File: src/gradient_cluster_merge_defines.svh
// assertion helpers shared by the block
`ifndef GRADIENT_CLUSTER_MERGE_DEFINES_SVH
`define GRADIENT_CLUSTER_MERGE_DEFINES_SVH

// condition holds in the same cycle
`define GCM_ASSERT_NOW(lbl, clk, rstn, ante, cons, msg) \
    lbl: assert property (@(posedge clk) disable iff (!rstn) (ante) |-> (cons)) \
        else $error(msg);

// condition holds in the next cycle
`define GCM_ASSERT_NEXT(lbl, clk, rstn, ante, cons, msg) \
    lbl: assert property (@(posedge clk) disable iff (!rstn) (ante) |=> (cons)) \
        else $error(msg);

`endif

File: src/gcm_pkg.sv
`default_nettype none
package gcm_pkg;

    localparam int PIXEL_COUNT_DEF = 65536;
    localparam int PIX_W   = 16;
    localparam int CNT_W   = 17;
    localparam int ANG_W   = 17;
    localparam int MAG_W   = 16;
    localparam int THR_W   = 24;
    localparam int SUM_W   = CNT_W + 1;
    localparam int TWO_PI  = 51472;
    localparam int PI_Q    = 25736;
    localparam int ANG_MIN = -65536;
    localparam int ANG_MAX = 65535;
    localparam logic [CNT_W-1:0] CNT_MAX = '1;

    localparam logic [THR_W-1:0] ANG_THR_RST = 24'd819200;
    localparam logic [THR_W-1:0] MAG_THR_RST = 24'd1200;

    // configuration register indexes
    localparam logic CFG_ANGLE_THR = 1'b0;
    localparam logic CFG_MAG_THR   = 1'b1;

    // request kinds
    localparam logic [1:0] REQ_LOAD  = 2'd0;
    localparam logic [1:0] REQ_MERGE = 2'd1;
    localparam logic [1:0] REQ_QUERY = 2'd2;
    localparam logic [1:0] REQ_ALT   = 2'd3;

    // per-pixel set record, parent link kept beside it
    typedef struct packed {
        logic        [CNT_W-1:0] count;
        logic signed [ANG_W-1:0] alow;
        logic signed [ANG_W-1:0] ahigh;
        logic        [MAG_W-1:0] mlow;
        logic        [MAG_W-1:0] mhigh;
    } entry_t;

    // divider status
    typedef struct packed {
        logic busy;
        logic done;
    } div_stat_t;

endpackage
`default_nettype wire

File: src/gcm_div.sv
`default_nettype none
module gcm_div (
    input  wire logic                        aclk,
    input  wire logic                        aresetn,
    input  wire logic                        start,
    input  wire logic [gcm_pkg::THR_W-1:0]   dividend,
    input  wire logic [gcm_pkg::SUM_W-1:0]   divisor,
    output logic      [gcm_pkg::THR_W-1:0]   quotient,
    output gcm_pkg::div_stat_t               stat
);
    localparam int DW = gcm_pkg::THR_W;
    localparam int VW = gcm_pkg::SUM_W;
    localparam int CW = $clog2(DW + 1);

    logic [DW-1:0] quo_reg;
    logic [VW-1:0] rem_reg;
    logic [VW-1:0] den_reg;
    logic [CW-1:0] cnt_reg;
    logic          busy_reg;
    logic          done_reg;
    logic [VW:0]   rem_sh;
    logic          fits;

    // one restoring step per cycle
    assign rem_sh = {rem_reg, quo_reg[DW-1]};
    assign fits   = rem_sh >= {1'b0, den_reg};

    always_ff @(posedge aclk) begin
        if (!aresetn) begin
            busy_reg <= 1'b0;
            done_reg <= 1'b0;
            cnt_reg  <= '0;
        end else if (start) begin
            busy_reg <= 1'b1;
            done_reg <= 1'b0;
            cnt_reg  <= CW'(DW);
        end else if (busy_reg) begin
            cnt_reg <= cnt_reg - 1'b1;
            if (cnt_reg == CW'(1)) begin
                busy_reg <= 1'b0;
                done_reg <= 1'b1;
            end
        end
    end

    // payload, zero divisor counts as one
    always_ff @(posedge aclk) begin
        if (start) begin
            quo_reg <= dividend;
            rem_reg <= '0;
            den_reg <= (divisor == '0) ? VW'(1) : divisor;
        end else if (busy_reg) begin
            quo_reg <= {quo_reg[DW-2:0], fits};
            rem_reg <= fits ? VW'(rem_sh - {1'b0, den_reg}) : rem_sh[VW-1:0];
        end
    end

    assign quotient  = quo_reg;
    assign stat.busy = busy_reg;
    assign stat.done = done_reg;

endmodule
`default_nettype wire

File: config.mk
export PLATFORM = sky130hd
export DESIGN_NAME = gcm_div
export DESIGN_NICKNAME = d
export VERILOG_FILES = /design/src/gradient_cluster_merge_defines.svh /design/src/gcm_pkg.sv /design/src/gcm_div.sv
export SDC_FILE = /design/constraint.sdc
export NUM_CORES = 1
export LEC_CHECK = 0
export BUFFER_PORTS_ARGS = -buffer_cell sky130_fd_sc_hd__buf_2
export CORE_MARGIN = 8
export CORE_UTILIZATION = 43
export CTS_BUF_LIST = sky130_fd_sc_hd__clkbuf_2 sky130_fd_sc_hd__clkbuf_4 sky130_fd_sc_hd__clkbuf_8
export CTS_CLUSTER_SIZE = 20
export DETAILED_ROUTE_END_ITERATION = 8
export SYNTH_ARGS = -nofsm -noshare
export SYNTH_HDL_FRONTEND = slang
export SYNTH_SLANG_ARGS = --single-unit
File: constraint.sdc
create_clock -name aclk -period 3.1 [get_ports aclk]
set_clock_uncertainty 0.05 [all_clocks]
set_input_delay 0.31 -clock aclk [delete_from_list [all_inputs] [get_ports aclk]]
set_output_delay 0.31 -clock aclk [all_outputs]
set_load 0.1 [all_outputs]
==> impl_metrics.env, run 1 <==
export IMPL_outcome="finished, final reports clean"
export IMPL_yosysUniqueCellTypes=48
export IMPL_ir_worst_vdd_mv=0.341
export IMPL_area_growth_pct=15.7
export IMPL_grt_pass1_wl_mm=14.4
export IMPL_diodes=0
export IMPL_clockBufferDepth=2
export IMPL_crit_path_frequent_cell="inv_1"
export IMPL_maxCapViolations=0
export IMPL_stdcell_count=539
export IMPL_pin_count=71
export IMPL_portBuffers=70
export IMPL_syn_mean_instance_area_sq_um=10.1
export IMPL_holdWs_ps=106
export IMPL_pre_cts_ws_ps=327
export IMPL_grt_pass1_vias=2849
export IMPL_antenna_found_initial=0
export IMPL_htreeDepth=3
export IMPL_synth_ff_type="edfxtp_1"
export IMPL_min_period_ps=2760
export IMPL_gr_usage_all_layers_pct=15.2
export IMPL_rows=34
export IMPL_regToRegSetupSlack_ps=340
export IMPL_layout_setup_ws_ps=337
export IMPL_clkLatencyLatePin_ps=340
export IMPL_hp_class="in2reg"
export IMPL_die_h_microns=110
export IMPL_endpoint="rem_reg[14]"
export IMPL_critPathMaxStageDelay_ps=420
export IMPL_drive_gt1_share_pct=29.2
export IMPL_setup_violations=0
export IMPL_dp_cells=523
export IMPL_tns_ps=0
export IMPL_post_cts_setup_buffers=0
export IMPL_firstDrtPassIters=7
export IMPL_vias=2947
export IMPL_cts_tree="done"
export IMPL_initial_core_util_pct=44.0
export IMPL_clk_pin_slew_ps=80
export IMPL_synth_area_leaders="edfxtp_1, dfxtp_1, mux2_2"
export IMPL_synth_area_sq_um=3800
export IMPL_worst_slew_pin_slew_ps=914
export IMPL_fin_nets=492
export IMPL_synth_top_area_share_pct=33.2
export IMPL_drc=0
export IMPL_design_die_area_sq_um=12100
export IMPL_cts_hold_repair_buffers=0
export IMPL_slew_headroom_pct=39.0
export IMPL_reg2reg_from="quotient[23]"
export IMPL_largest_register_ffs=24
export IMPL_drt_iter0_drc=195
export IMPL_synth_edf_count=42
export IMPL_crit_start="quotient[23]"
export IMPL_async_flop_share_pct=0
export IMPL_end_kind="register"
export IMPL_viasPerCell=5.47
export IMPL_powerDensity_nw_per_um2=613
export IMPL_cp_max_fo=3
export IMPL_synth_top_area_cell="edfxtp_1"
export IMPL_cts_made_buffers=9
export IMPL_gp_congestion=0.973
export IMPL_holdCritStartpoint="divisor[2]"
export IMPL_path_cells="inv_1 > ha_1 > inv_1 > fa_1 > a211oi_1 > o21ai_0 > a311oi_2 > o221ai_1 > xor2_1 > o21ai_1 > a311oi_1"
export IMPL_required_ps=3300
export IMPL_cp_start_kind="register"
export IMPL_path_class="reg2reg"
export IMPL_post_route_period_util_pct=89.1
export IMPL_synth_yosys_seq_area_share_pct=46.3
export IMPL_power_leakage_uw=0.00180
export IMPL_arrival_ps=2970
export IMPL_synthCells=375
export IMPL_slowest_stage="fa_1"
export IMPL_cts_sinks=67
export IMPL_die_w_microns=110
export IMPL_grt_start_max_net_pins=41
export IMPL_syn_nets=441
export IMPL_core_area_sq_um=8640
export IMPL_r2r_end="rem_reg[14]"
export IMPL_grt_remaining_overflow=0
export IMPL_r2r_cells=11
export IMPL_ys_ff_latch=67
export IMPL_yosysWarningCount=0
export IMPL_final_antenna_net_count=0
export IMPL_rsz0062_at_grt="no"
export IMPL_wl_per_cell_microns=16.4
export IMPL_finalHoldViolCount=0
export IMPL_slew_viol_final=0
export IMPL_wirelength_mm=8.86
export IMPL_hpwl_mm=6.68
export IMPL_max_freq_ghz=0.362
export IMPL_root_buffer="clkbuf_8"
[worst max-delay path, delay by kind of cell (launching register included)]
kind | cells | cell delay (ps)
AOI/OAI and AO/OA | 6 | 1350
adders and majority gates | 2 | 580
DFF | 1 | 410
xor gates and xnor gates | 1 | 150
buffers and inverters | 2 | 140
[synthesized netlist by cell type, types with 2 or more instances]
cell      instances
and3_1            2
o21a_1            4
buf_2             8
xnor2_1           7
a311oi_2          3
mux2_2           24
or3_1             2
inv_1            24
nor3_1            2
dfxtp_1          25
buf_4             2
clkbuf_1         22
nand2b_1          4
a41oi_1           2
a211oi_1          2
and2_1            2
nor2_1           29
nand2_1          27
o21ai_0          13
o31ai_1           4
o21ai_1           6
ha_1             20
edfxtp_1         42
a21o_1            5
nand4_1           6
xor2_1           11
o211ai_1         10
nand3_1          15
nor4_1            4
a21oi_1          20
a311oi_1          9
buf_1             3
[metrics by stage]
step | instance area (sq um) | total power (uW) | util [%]
after floorplan | 3800 | 1730 | -
after global placement | 4170 | 1890 | 48.3
after detailed placement | 4170 | 1900 | 48.3
after CTS | 4390 | 2700 | 50.9
after global routing | 4400 | 2830 | 50.9
final | 4400 | 2700 | 50.9
[cells in the final DEF (no fill, tap or decap), types with 13 or more instances in the layout]
master,instances
nand2_1,27
ha_1,20
nand3_1,15
a21oi_1,20
inv_1,24
o21ai_0,13
dfxtp_1,25
edfxtp_1,42
buf_2,70
nor2_1,29
mux2_2,24
[worst min path at each step]
stage	endpoint	slack, ps	cells past startpoint
6_report	den_reg[2]	110	1
5_1_grt	den_reg[13]	90	1
4_1_cts	den_reg[2]	90	1
3_5_place_dp	done_reg	420	2
3_3_place_gp	done_reg	410	2
2_1_floorplan	den_reg[0]	370	0
[where the power goes]
part / internal [uW] / total, uW / switching (uW)
registers: 1040 / 1090 / 51.0
clock network: 463 / 812 / 348
logic: 236 / 793 / 557
total: 1740 / 2700 / 956
[final cells by class]
class / count / area (sq um)
timing repair buffer: 76 / 395
sequential: 67 / 1760
fill: 798 / 4240
clock inverter: 6 / 88.8
inverter: 24 / 90.1
clock buffer: 10 / 131
tap: 108 / 135
multi-input combinational: 248 / 1800
[metal layers]
metal  up-vias  track usage [%]  share of wire, %
li1       1459                -                 -
met1      1376             21.0                45
met2       102             22.4                47
met3        10             3.78               6.2
met4         0             5.59               1.8
met5         -                0                 0
[repair_timing]
item | 4_1_cts | 5_1_grt
gates resized for setup | 0 | 1
setup endpoints to repair | 0 | 1
hold endpoints to repair | 0 | 0
[cell families (layout without fill, tap and decap cells)]
logic type	count (synthesis)	after routing	share of synthesized area, %
flops	67	67	46.3
buf+inv	60	116	6.58
fa+ha+maj	21	21	7.11
xor+xnor	18	18	4.15
simple gates	96	96	11.7
mux	24	24	7.11
compound gates	89	89	17.0
Power figures use the tool's default switching activity.
==> inputs of run 2 (changes only) <==
--- a/config.mk
+++ b/config.mk
@@ -6,11 +6,14 @@
 export NUM_CORES = 1
 export LEC_CHECK = 0
 export BUFFER_PORTS_ARGS = -buffer_cell sky130_fd_sc_hd__buf_2
-export CORE_MARGIN = 8
+export CELL_PAD_IN_SITES_DETAIL_PLACEMENT = 0
+export CELL_PAD_IN_SITES_GLOBAL_PLACEMENT = 1
+export CORE_MARGIN = 2
 export CORE_UTILIZATION = 43
 export CTS_BUF_LIST = sky130_fd_sc_hd__clkbuf_2 sky130_fd_sc_hd__clkbuf_4 sky130_fd_sc_hd__clkbuf_8
 export CTS_CLUSTER_SIZE = 20
 export DETAILED_ROUTE_END_ITERATION = 8
+export PLACE_DENSITY_LB_ADDON = 0.1
 export SYNTH_ARGS = -nofsm -noshare
 export SYNTH_HDL_FRONTEND = slang
 export SYNTH_SLANG_ARGS = --single-unit
==> run 2 against run 1 <==
Net effect:
- combinational power hardly changed
- first-iteration DRC count fell by 19%
- core utilization stayed put
- non-clock buffer count unchanged
- global-route usage up 4.1 points
- critical path type unchanged
==> impl_metrics.env, run 2 (synthesized netlist as in run 1, its figures left out) <==
export IMPL_core_area_sq_um=8640
export IMPL_required_ps=3320
export IMPL_dp_cells=522
export IMPL_max_freq_ghz=0.349
export IMPL_clk_pin_slew_ps=80
export IMPL_powerDensity_nw_per_um2=614
export IMPL_ir_worst_vdd_mv=0.254
export IMPL_path_class="reg2reg"
export IMPL_critPathMaxStageDelay_ps=420
export IMPL_end_kind="register"
export IMPL_multi_input_area_sq_um=1800
export IMPL_initial_core_util_pct=44.0
export IMPL_min_period_ps=2860
export IMPL_r2r_end="rem_reg[16]"
export IMPL_fin_nets=492
export IMPL_endpoint="rem_reg[16]"
export IMPL_outcome="finished, final reports clean"
export IMPL_drc=0
export IMPL_hpwl_mm=6.31
export IMPL_largest_register_ffs=24
export IMPL_gr_usage_all_layers_pct=19.3
export IMPL_r2r_cells=11
export IMPL_tns_ps=0
export IMPL_die_w_microns=98.0
export IMPL_regToRegSetupSlack_ps=240
export IMPL_slowest_stage="edfxtp_1"
export IMPL_hp_class="in2reg"
export IMPL_final_antenna_net_count=0
export IMPL_p_int_uw=1740
export IMPL_grt_start_max_net_pins=60
export IMPL_num_fill_cells=818
export IMPL_wirelength_mm=8.80
export IMPL_power_leakage_uw=0.00180
export IMPL_root_buffer="clkbuf_8"
export IMPL_layout_commonest_cell="buf_2"
export IMPL_cp_start_kind="register"
export IMPL_wl_per_cell_microns=16.3
export IMPL_final_cell_mix="buf_2, edfxtp_1, nor2_1"
export IMPL_finalHoldViolCount=0
export IMPL_final_seq_area_sq_um=1760
export IMPL_setup_violations=0
export IMPL_p_sw_share_pct=35.6
export IMPL_drive_gt1_share_pct=29.2
export IMPL_portBuffers=70
export IMPL_pin_count=71
export IMPL_cp_max_fo=3
export IMPL_cts_tree="done"
export IMPL_antenna_found_initial=0
export IMPL_drt_iter0_drc=158
export IMPL_vias=2933
export IMPL_path_cells="inv_1 > ha_1 > inv_1 > fa_1 > a211oi_1 > o21ai_0 > a31oi_1 > o21ai_0 > a21oi_1 > xor2_1 > o31ai_1"
export IMPL_slew_headroom_pct=38.2
export IMPL_rsz0062_at_grt="no"
export IMPL_grt_pass1_vias=2848
export IMPL_arrival_ps=3080
export IMPL_reg2reg_from="quotient[23]"
export IMPL_viasPerCell=5.44
export IMPL_grt_pass1_wl_mm=14.6
export IMPL_design_die_area_sq_um=9610
export IMPL_clkLatencyLatePin_ps=350
export IMPL_clockBufferDepth=2
export IMPL_worst_slew_pin_slew_ps=926
export IMPL_area_growth_pct=15.7
export IMPL_p_seq_share_pct=40.3
export IMPL_clockPowerShare_pct=30.3
export IMPL_rows=34
export IMPL_p_sw_uw=962
export IMPL_grt_remaining_overflow=0
export IMPL_cts_made_buffers=9
export IMPL_gp_congestion=0.892
export IMPL_stdcell_count=539
export IMPL_pwr_share_comb_pct=29.4
export IMPL_die_h_microns=98.0
export IMPL_htreeDepth=3
export IMPL_post_route_period_util_pct=92.3
export IMPL_crit_start="quotient[23]"
export IMPL_maxCapViolations=0
export IMPL_cts_sinks=67
export IMPL_firstDrtPassIters=4
export IMPL_diodes=0
export IMPL_slew_viol_final=0
==> run 2: cell counts in the layout (fill, tap and decap cells not counted) <==
Identical to the previous run, type by type.
==> run 2: how the worst min path moves through the flow <==
stage | cells after the start | end | startpoint
2_1_floorplan | 0 | den_reg[0] | start
3_3_place_gp | 2 | done_reg | done_reg
3_5_place_dp | 2 | done_reg | done_reg
4_1_cts | 1 | den_reg[17] | divisor[17]
5_1_grt | 1 | den_reg[15] | divisor[15]
6_report | 1 | den_reg[8] | divisor[8]
==> run 2: through the flow <==
stage	cell area, sq um	util (%)	worst slack [ps]	hold slack, ps	total power, uW
detailed placement	4170	48.2	280	416	1890
finish	4400	50.9	239	100	2700
CTS	4390	50.8	214	87.5	2720
floorplan	3800	-	87.0	372	1730
global route	4400	50.9	23.5	86.2	2840
global placement	4170	48.2	402	401	1890
==> run 2: critical path, delay by kind of cell (launching register included) <==
family          cells  cell delay [ps]
compound gates      6             1510
xor+xnor            1              100
fa+ha+maj           2              570
buf+inv             2              130
flops               1              420
==> run 2: area by class of cell <==
class,count,share of cell area (%)
tap,108,3.07
sequential,67,40.0
multi-input combinational,248,40.8
clock inverter,6,2.02
clock buffer,10,2.99
timing repair buffer,76,8.99
inverter,24,2.05
==> run 2: metal layers <==
layer  global-route usage, %  wire length [microns]
met5                       0                      0
met4                    6.41                    112
met3                    3.22                    374
met2                    29.8                   4070
met1                    27.6                   4250
==> run 2: power groups by stage <==
stage	sequential [uW]	combinational (uW)	clock (uW)
6_report	1090	795	818
5_1_grt	1100	864	874
4_1_cts	1090	789	838
3_5_place_dp	1110	786	0
3_3_place_gp	1100	790	0
2_1_floorplan	1340	387	0
==> run 2: repair_timing <==
action,4_1_cts,5_1_grt
setup buffers,0,1
endpoints found under the hold margin,0,0
hold buffers,0,0
setup endpoints to repair,0,1
resized for setup,0,1
==> inputs of run 3 (changes only) <==
--- a/config.mk
+++ b/config.mk
@@ -14,6 +14,7 @@
 export CTS_CLUSTER_SIZE = 20
 export DETAILED_ROUTE_END_ITERATION = 8
 export PLACE_DENSITY_LB_ADDON = 0.1
+export REMOVE_ABC_BUFFERS = 1
 export SYNTH_ARGS = -nofsm -noshare
 export SYNTH_HDL_FRONTEND = slang
 export SYNTH_SLANG_ARGS = --single-unit
==> run 3 against run 2 <==
Net effect:
- cell area up 0.60%
- total power down 3.0%
- wire length up 3.9%
- critical path type unchanged
- critical endpoint is now rem_reg[14]
==> impl_metrics.env, run 3 (synthesized netlist as in run 1, its figures left out) <==
export IMPL_outcome="finished, final reports clean"
export IMPL_cts_tree="done"
export IMPL_hpwl_mm=6.65
export IMPL_drive_gt1_share_pct=29.7
export IMPL_root_buffer="clkbuf_8"
export IMPL_portBuffers=70
export IMPL_gr_usage_all_layers_pct=19.5
export IMPL_vias=2980
export IMPL_ir_worst_vdd_mv=0.340
export IMPL_setup_violations=0
export IMPL_cpLargestDelayFamily="compound AO/OA/AOI/OAI gates"
export IMPL_clockBufferDepth=2
export IMPL_die_w_microns=98.0
export IMPL_crit_buf_inv=2
export IMPL_num_fill_cells=817
export IMPL_gp_congestion=0.871
export IMPL_cp_start_kind="register"
export IMPL_path_class="reg2reg"
export IMPL_required_ps=3310
export IMPL_fin_nets=498
export IMPL_diodes=0
export IMPL_firstDrtPassIters=4
export IMPL_min_period_ps=2900
export IMPL_postLayoutCoreUtil_pct=51.2
export IMPL_final_antenna_net_count=0
export IMPL_drc=0
export IMPL_critPathMaxStageDelay_ps=440
export IMPL_wirelength_mm=9.14
export IMPL_regToRegSetupSlack_ps=200
export IMPL_path_cells="inv_1 > ha_1 > inv_1 > fa_1 > a211oi_1 > o21ai_1 > a311oi_2 > o221ai_1 > xor2_1 > o21ai_1 > a311oi_1"
export IMPL_rows=34
export IMPL_core_area_sq_um=8640
export IMPL_grt_start_max_net_pins=31
export IMPL_hp_class="in2reg"
export IMPL_design_die_area_sq_um=9610
export IMPL_cts_made_buffers=9
export IMPL_end_kind="register"
export IMPL_initial_core_util_pct=44.0
export IMPL_largest_register_ffs=24
export IMPL_post_cts_setup_buffers=0
export IMPL_cp_max_fo=3
export IMPL_worst_slew_pin_slew_ps=724
export IMPL_grt_pass1_wl_mm=14.8
export IMPL_final_cell_mix="buf_2, edfxtp_1, nor2_1"
export IMPL_viasPerCell=5.47
export IMPL_final_seq_area_sq_um=1760
export IMPL_layout_commonest_cell="buf_2"
export IMPL_maxCapViolations=0
export IMPL_drt_iter0_drc=161
export IMPL_cts_hold_repair_buffers=0
export IMPL_pre_cts_ws_ps=55.2
export IMPL_finalHoldViolCount=0
export IMPL_clkLatencyLatePin_ps=350
export IMPL_grt_remaining_overflow=0
export IMPL_tns_ps=0
export IMPL_power_leakage_uw=0.00185
export IMPL_slew_headroom_pct=51.6
export IMPL_powerDensity_nw_per_um2=592
export IMPL_wl_per_cell_microns=16.8
export IMPL_htreeDepth=3
export IMPL_pin_count=71
export IMPL_antenna_found_initial=0
export IMPL_layout_setup_ws_ps=204
export IMPL_cts_sinks=67
export IMPL_arrival_ps=3100
export IMPL_area_growth_pct=16.4
export IMPL_post_route_period_util_pct=93.4
export IMPL_cts_resized=0
export IMPL_grt_pass1_vias=2954
export IMPL_max_freq_ghz=0.345
export IMPL_slew_viol_final=0
export IMPL_multi_input_area_sq_um=1810
export IMPL_die_h_microns=98.0
export IMPL_rsz0062_at_grt="no"
export IMPL_slowest_stage="edfxtp_1"
export IMPL_clk_pin_slew_ps=80
## run 3: power breakdown
part	switching, uW	internal [uW]
Sequential	49.5	1040
Clock	356	369
Combinational	564	242
Total	970	1650
## run 3: cell type report
class	count	share of cell area, %
multi-input combinational	248	40.8
clock inverter	7	1.53
tap	108	3.05
inverter	24	2.04
timing repair buffer	82	9.95
sequential	67	39.8
clock buffer	9	2.80
## run 3: final timing paths
| check | start | endpoint | cells after the start |
|---|---|---|---|
| hold reg to reg | done_reg | done_reg | 2 |
| hold / removal | divisor[5] | den_reg[5] | 1 |
| setup / recovery | quotient[23] | rem_reg[14] | 11 |
| setup reg to reg | quotient[23] | rem_reg[14] | 11 |
## run 3: through the flow
step / total power [uW] / hold slack, ps / instance area, sq um / std cells
floorplan: 1710 / 328 / 3640 / 339
global placement: 1900 / 404 / 4220 / 529
detailed placement: 1900 / 413 / 4220 / 529
CTS: 2640 / 78.6 / 4410 / 545
global route: 2750 / 92.9 / 4430 / 545
finish: 2620 / 94.2 / 4430 / 545
## run 3: per-layer routing
metal | track usage [%] | part of all wire [%] | wire (microns)
met5 | 0 | 0 | 0
met4 | 8.01 | 1.6 | 149
met3 | 4.44 | 6.1 | 554
met2 | 29.3 | 44 | 4030
met1 | 27.3 | 48 | 4400
